### src/rtl/csl_pkg.sv
package csl_pkg;

	// Table sizing
	localparam int MAX_POINTS   = 16;
	localparam int FRAC_BITS    = 12;
	localparam int IDX_W        = $clog2(MAX_POINTS);
	localparam int CNT_W        = $clog2(MAX_POINTS + 1);
	localparam int DEPTH        = 2 * MAX_POINTS;
	localparam int ADDR_W       = $clog2(DEPTH);
	localparam int SEARCH_STEPS = (MAX_POINTS > 2) ? $clog2(MAX_POINTS - 1) : 1;

	// Field widths
	localparam int ENTRY_W   = 4;
	localparam int KNOT_W    = 16;
	localparam int COEF_W    = 32;
	localparam int COUNT_W   = 5;
	localparam int CFG_IDX_W = 2;
	localparam int ACC_W     = 48;
	localparam int DX_W      = KNOT_W + 1;
	localparam int PROD_W    = ACC_W + DX_W;

	// Codes
	localparam logic ACT_LOAD    = 1'b0;
	localparam logic ACT_QUERY   = 1'b1;
	localparam logic CURVE_LARGE = 1'b1;

	localparam logic [CFG_IDX_W-1:0] CFG_LARGE_COUNT = CFG_IDX_W'(0);
	localparam logic [CFG_IDX_W-1:0] CFG_SMALL_COUNT = CFG_IDX_W'(1);
	localparam logic [COUNT_W-1:0]   COUNT_RESET     = COUNT_W'(2);

	localparam logic [1:0] RANGE_INSIDE = 2'd0;
	localparam logic [1:0] RANGE_BELOW  = 2'd1;
	localparam logic [1:0] RANGE_ABOVE  = 2'd2;

	typedef struct packed {
		logic                     action;
		logic                     curve_select;
		logic [ENTRY_W-1:0]       entry_index;
		logic [KNOT_W-1:0]        knot_distance;
		logic signed [COEF_W-1:0] coef_a;
		logic signed [COEF_W-1:0] coef_b;
		logic signed [COEF_W-1:0] coef_c;
		logic signed [COEF_W-1:0] coef_d;
		logic [KNOT_W-1:0]        query_distance;
	} csl_item_t;

	typedef struct packed {
		logic signed [COEF_W-1:0] speed;
		logic [1:0]               range_status;
	} csl_result_t;

	// Search result handed to the segment fetch
	typedef struct packed {
		csl_item_t         item;
		logic              below;
		logic              above;
		logic [IDX_W-1:0]  nm2;
		logic [IDX_W-1:0]  left;
		logic [KNOT_W-1:0] last;
	} csl_probe_t;

	// Horner work item: coef0 is consumed by the next step, the rest shift down
	typedef struct packed {
		logic [1:0]               status;
		logic signed [DX_W-1:0]   dx;
		logic signed [ACC_W-1:0]  acc;
		logic signed [COEF_W-1:0] coef0;
		logic signed [COEF_W-1:0] coef1;
		logic signed [COEF_W-1:0] coef2;
	} csl_work_t;

	function automatic logic [ADDR_W-1:0] csl_addr(input logic curve,
			input logic [IDX_W-1:0] idx);
		logic [ADDR_W-1:0] a;
		a = ADDR_W'(idx);
		if (curve == CURVE_LARGE) begin
			a = ADDR_W'(MAX_POINTS) + ADDR_W'(idx);
		end
		return a;
	endfunction

	function automatic logic csl_load_ok(input logic [ENTRY_W-1:0] e);
		return int'(e) < MAX_POINTS;
	endfunction

	function automatic logic [CNT_W-1:0] csl_clamp_count(input logic [COUNT_W-1:0] c);
		logic [CNT_W-1:0] n;
		if (int'(c) < 2) begin
			n = CNT_W'(2);
		end else if (int'(c) > MAX_POINTS) begin
			n = CNT_W'(MAX_POINTS);
		end else begin
			n = CNT_W'(c);
		end
		return n;
	endfunction

endpackage

### src/rtl/csl_step.sv
module csl_step import csl_pkg::*; (
	input  logic      clk,
	input  logic      arst_n,
	input  logic      in_valid,
	output logic      in_ready,
	input  csl_work_t in_work,
	output logic      out_valid,
	input  logic      out_ready,
	output csl_work_t out_work
);

	localparam logic signed [PROD_W+1:0] ACC_MAX = (PROD_W + 2)'((64'sd1 <<< (ACC_W - 1)) - 1);
	localparam logic signed [PROD_W+1:0] ACC_MIN = -(PROD_W + 2)'(64'sd1 <<< (ACC_W - 1));
	localparam logic signed [PROD_W:0]   HALF    = (PROD_W + 1)'(1) << (FRAC_BITS - 1);

	logic                     adv_s1;
	logic                     adv_s2;
	logic signed [PROD_W-1:0] prod_in;
	logic                     v_s1;
	logic signed [PROD_W-1:0] prod_s1;
	csl_work_t                work_s1;
	logic                     v_s2;
	csl_work_t                work_s2;

	logic signed [PROD_W:0]   rnd;
	logic signed [PROD_W:0]   shifted;
	logic signed [PROD_W+1:0] sum;
	logic signed [ACC_W-1:0]  acc_nx;
	csl_work_t                work_nx;

	assign adv_s1   = !v_s1 || adv_s2;
	assign adv_s2   = !v_s2 || out_ready;
	assign in_ready = adv_s1;

	assign prod_in = $signed(in_work.acc) * $signed(in_work.dx);

	always_ff @(posedge clk or negedge arst_n) begin
		if (!arst_n) begin
			v_s1 <= 1'b0;
		end else if (adv_s1) begin
			v_s1 <= in_valid;
		end
	end

	always_ff @(posedge clk) begin
		if (adv_s1) begin
			prod_s1 <= prod_in;
			work_s1 <= in_work;
		end
	end

	// Round half up, add the coefficient, clamp to the accumulator range
	always_comb begin
		rnd     = $signed({prod_s1[PROD_W-1], prod_s1}) + HALF;
		shifted = rnd >>> FRAC_BITS;
		sum     = $signed({shifted[PROD_W], shifted}) +
			$signed({{(PROD_W + 2 - COEF_W){work_s1.coef0[COEF_W-1]}}, work_s1.coef0});
		if (sum > ACC_MAX) begin
			acc_nx = ACC_MAX[ACC_W-1:0];
		end else if (sum < ACC_MIN) begin
			acc_nx = ACC_MIN[ACC_W-1:0];
		end else begin
			acc_nx = sum[ACC_W-1:0];
		end
		work_nx       = work_s1;
		work_nx.acc   = acc_nx;
		work_nx.coef0 = work_s1.coef1;
		work_nx.coef1 = work_s1.coef2;
		work_nx.coef2 = '0;
	end

	always_ff @(posedge clk or negedge arst_n) begin
		if (!arst_n) begin
			v_s2 <= 1'b0;
		end else if (adv_s2) begin
			v_s2 <= v_s1;
		end
	end

	always_ff @(posedge clk) begin
		if (adv_s2) begin
			work_s2 <= work_nx;
		end
	end

	assign out_valid = v_s2;
	assign out_work  = work_s2;

endmodule

### config.mk
export PLATFORM = sky130hd
export DESIGN_NAME = csl_step
export DESIGN_NICKNAME = d
export VERILOG_FILES = /design/src/rtl/csl_pkg.sv /design/src/rtl/csl_step.sv
export SDC_FILE = /design/constraint.sdc
export NUM_CORES = 2
export LEC_CHECK = 0
export ABC_AREA = 1
export BUFFER_PORTS_ARGS = -buffer_cell sky130_fd_sc_hd__buf_2
export CORE_UTILIZATION = 40
export CTS_CLUSTER_SIZE = 8
export DETAILED_ROUTE_END_ITERATION = 8
export PLACE_DENSITY = 0.6
export SYNTH_ARGS = -nofsm -noshare
export SYNTH_HDL_FRONTEND = slang
export SYNTH_SLANG_ARGS = --single-unit
### constraint.sdc
create_clock -name clk -period 6.7 [get_ports clk]
set_clock_uncertainty 0.15 [all_clocks]
set_input_delay 0 -clock clk [delete_from_list [all_inputs] [get_ports clk]]
set_output_delay 0 -clock clk [all_outputs]
set_load 0.1 [all_outputs]
# Yosys cells after proc, flatten, opt, wreduce, memory -nomap -nowiden
# Index checks and enable logic that the tools add are counted.
[word_totals] mem_count=0 rom_bits=0 ff_bits=313 inputBits=167 latch_bits=0 wordCells=23 ramBits=0
[op_classes] order_cmp=2 add_sub_neg=2 shift=0 eq_ne=0 bitwise=0 n_reduce_logical=4 div_mod_pow=0 mux=1 multipliers=1
[ops] op="65-bit by 13-bit adder with 66-bit output (second input constant)" n=1
[ops] op="48-bit by 17-bit multiplier with 65-bit output" n=1
[ops] op="54-bit by 32-bit adder with 55-bit output" n=1
[ops] op="55-bit by 48-bit greater-than comparator with 1-bit output (second input constant)" n=1
[ops] op="55-bit by 48-bit < comparator with 1-bit output (second input constant)" n=1
[ops] op="48-bit 2-to-1 mux" n=1
[ops] op="1-bit zero test" n=2
[ops] op="1-bit logical OR" n=2

# Longest topological paths before layout
[depth] depth_word=4 ltp_mapped=34 depth_no_buf=32

# Least setup slack after synthesis
# Ideal clock, no wire load.
[synth_timing] kind="reg2reg" from="register v_s2, in the netlist out_valid" to="register prod_s1[11] (enable)" setup_ps=2100 setup_slack_ps=-1285 path_buffers=0 stages_incl_launch_ff=2 arrival_ps=5735 t_required_ps=4450 path_cell_list="dfrtp_1 -> nand3_1"
[synth_between] elab_chain_cells=3
[synth_rtl] element="start, declared" line="csl_step.sv:22" source="logic v_s2;"
[synth_rtl] element="start signal, assigned" line="csl_step.sv:76" source="v_s2 <= v_s1;"
[synth_rtl] element="1-bit zero test" line="csl_step.sv:32" source="assign adv_s2 = !v_s2 || out_ready;"
[synth_rtl] element="1-bit logical OR" line="csl_step.sv:32"
[synth_rtl] element="1-bit logical OR" line="csl_step.sv:31" source="assign adv_s1 = !v_s1 || adv_s2;"
[synth_rtl] element="via in_ready" line="csl_step.sv:5" source="output logic in_ready,"
[synth_rtl] element="end signal, assigned" line="csl_step.sv:47" source="prod_s1 <= prod_in;"
[synth_rtl] element="end, declared" line="csl_step.sv:20" source="logic signed [PROD_W-1:0] prod_s1;"
# The timed path passes the listed nets, and every way through them passes these cells.
# A chain may end at the register's enable or synchronous reset.

# Worst setup path in the final report
[layout_timing] from="input in_work[149] (netlist name)" to="register prod_s1[57] (data pin)"
[layout_between] elab_chain_cells=1
[layout_rtl] element="start, declared" line="csl_step.sv:6" source="input csl_work_t in_work,"
[layout_rtl] element="48-bit by 17-bit multiplier with 65-bit output" line="csl_step.sv:35" source="assign prod_in = $signed(in_work.acc) * $signed(in_work.dx);"
[layout_rtl] element="via prod_in[57]" line="csl_step.sv:18" source="logic signed [PROD_W-1:0] prod_in;"
# The timed path passes the listed nets, and every way through them passes these cells.

==> out/metrics.yaml <==
fmax_mhz: 158.3
rsz0062_at_grt: "no"
status: "finished clean"
die_h_um: 331.7
htreeDepth: 2
ios: 332
floorplan.rows: 120
grt.overflow.total: 0
antenna_found_initial: 1
dr.pass1.iters: 6
cts_made_buffers: 44
yosysSeqAreaShare_pct: 20.84
coreArea_um2: 107400
netlist.area_leader.share_pct: 35.04
criticalPathCategory: "input pin to flop"
hold_violations: 0
wire_per_inst_um: 17.44
post-route-period-util_pct: 94.29
post-place-ws_ps: 167.5
synthArstFlopShare_pct: 0.6623
synthFlopType: "edfxtp_1"
tns_ps: 0
postPlaceCellArea_um2: 46580
via_per_inst: 4.791
io_buffers: 299
hp-start: "in_work[66]"
critPathCaptureType: "flop"
path_clk_slew_ps: 50
synth_edf_count: 300
cts_tree: "built"
start_kind: "input pin"
worst_pin_slew_ps: 961.4
hpwl_um: 98230
antennaDiodeCount: 0
start_util_pct: 40.49
drive_gt1_share_pct: 7.966
r2r-end: "out_work[114]"
syn_area_per_cell_um2: 8.333
finalSetupViolCount: 0
post-route-min-period_ps: 6317
ys_types: 47
track_usage_pct: 22.82
clockBufferDepth: 3
syn-cell-area_um2: 43470
nets: 6785
min_delay_worst_endpoint: "work_s1[66]"
final_area_um2: 50000
slew_viol_final: 0
drtIter0Drc: 1963
root_buffer: "clkbuf_16"
antenna_left: 0
worstReg2RegStart: "prod_s1[13]"
relSlewSlack_pct: 35.91
ff2ff_setup_slack_ps: 1530
synthTopCellsByArea: "fa_1, edfxtp_1, inv_1"
postLayoutSetupSlackWorst_ps: 382.8
die-area_um2: 110000
die_w_um: 331.7
place_congestion: 0.9357
hold_depth: 2
worst_r2r_path_depth: 28
cts.sinks: 302
grt_pass1_wl_um: 197400
critPathRequiredTime_ps: 6910
vias: 33910
synthCells: 5217
grt_pass1_vias: 36470
cap_violations: 0
postRouteWirelength_um: 123400
clk_latency_ps: 610
final_util_pct: 46.57
synth_warnings: 0
synth_area_leader_cell: "fa_1"
area_delta_synth_final_pct: 15.02
route.detailed.drc: 0
crit_fanout: 18
grt_start_max_net_pins: 65
ys_seq_elements: 302
hp-class: "input pin to flop"
cp.arrival_ps: 6530
[cells in the mapped netlist (2+ instances only)]
| master | number |
|---|---|
| inv_1 | 1423 |
| nand2_1 | 1391 |
| fa_1 | 761 |
| edfxtp_1 | 300 |
| nor2_1 | 283 |
| ha_1 | 198 |
| clkbuf_1 | 158 |
| a21oi_1 | 154 |
| xor2_1 | 105 |
| nand3_1 | 80 |
| o21ai_0 | 62 |
| xnor2_1 | 47 |
| nor3_1 | 41 |
| buf_4 | 33 |
| nand4_1 | 26 |
| buf_1 | 22 |
| nor4_1 | 19 |
| a31oi_1 | 13 |
| o21bai_1 | 13 |
| a21o_1 | 9 |
| or2_2 | 9 |
| o21a_1 | 8 |
| buf_6 | 7 |
| nor3_2 | 6 |
| o211ai_1 | 6 |
| and2_1 | 5 |
| nand3_2 | 5 |
| a211oi_1 | 3 |
| a21boi_0 | 3 |
| inv_2 | 3 |
| nor2_2 | 3 |
| buf_2 | 2 |
| dfrtp_1 | 2 |
| nand3b_1 | 2 |
| nor4_2 | 2 |
| o21ai_1 | 2 |
[sequential cells by signal (all words and copies together) (netlist names)]
| register | count |
|---|---|
| prod_s1 | 54 |
| out_valid | 1 |
| v_s1 | 1 |
| work_nx | 83 |
| out_work | 131 |
| work_s1 | 32 |
[cells by family after synthesis]
family | synth area share [%]
and+or+nand+nor | 17.17
DFF | 20.84
AOI/OAI and AO/OA | 3.497
adders and majority gates | 40.74
xor gates and xnor gates | 3.100
buffers and inverters | 14.64
other | 0.008626
[critical path, cell delays in order]
cell,delay [ps]
dlygate4sd3_1,520
buf_2,460
buf_4,210
nand2_1,80
fa_1,560
inv_1,70
fa_1,480
inv_1,50
fa_1,490
inv_1,50
fa_1,480
fa_1,490
inv_1,50
fa_1,470
inv_1,40
ha_1,410
nand2_1,130
nor2_1,170
inv_1,100
nor4_1,490
nand3_1,170
nand3_1,220
a21oi_1,140
xnor2_1,140
[stage by stage]
stage / std cells / hold WS (ps)
5_1_grt: 7077 / 37.99
6_report: 7077 / 37.30
3_5_place_dp: 6799 / -361.8
3_3_place_gp: 6799 / -363.3
4_1_cts: 7077 / 18.41
2_1_floorplan: 5248 / -445.6
[worst max-delay path by stage]
stage | startpoint | to | slack (ps) | depth (start not counted)
after floorplan | in_work[143] | prod_s1[58] | 930 | 22
after global placement | in_work[147] | prod_s1[61] | 260 | 26
after detailed placement | in_work[147] | prod_s1[57] | 170 | 23
after CTS | in_work[147] | prod_s1[57] | 310 | 24
after global routing | in_work[149] | prod_s1[39] | 110 | 26
final | in_work[149] | prod_s1[57] | 380 | 24
[placed cells by master (no fill, tap or decap), types with 55 or more instances in the layout]
| cell | Yosys | layout |
|---|---|---|
| fa_1 | 761 | 761 |
| nand3_1 | 80 | 79 |
| o21ai_0 | 62 | 62 |
| xor2_1 | 105 | 105 |
| dlygate4sd3_1 | 0 | 217 |
| nor2_1 | 283 | 283 |
| inv_1 | 1423 | 1423 |
| edfxtp_1 | 300 | 300 |
| nand2_1 | 1391 | 1390 |
| a21oi_1 | 154 | 154 |
| ha_1 | 198 | 198 |
| buf_4 | 33 | 55 |
| buf_2 | 2 | 298 |
[per-layer routing]
| metal | vias to the layer above | wire (µm) | GRT usage (%) |
|---|---|---|---|
| li1 | 15970 | - | - |
| met1 | 16680 | 53730 | 30.30 |
| met2 | 1068 | 58300 | 38.52 |
| met3 | 184 | 8072 | 3.550 |
| met4 | 2 | 3314 | 6.492 |
| met5 | - | 10 | 0 |
[layout make-up]
class / instances / area, µm²
repair buffers: 587 / 4404
multi-input cells: 3298 / 28180
clock buffers: 58 / 1164
clock inverters: 3 / 80.08
flip-flops and latches: 302 / 9059
well taps: 1403 / 1755
fillers: 10380 / 57350
inverters: 1426 / 5353
[what timing repair did]
action,CTS,global route
buffers inserted,0,0
hold buffers,217,0
endpoints found under the hold margin,118,0
setup endpoints to repair,0,3
resized for setup,0,1
Power is left out: the tool's default activity adds up to more than one toggle a clock period on the data nets, which glitch-free logic cannot reach.
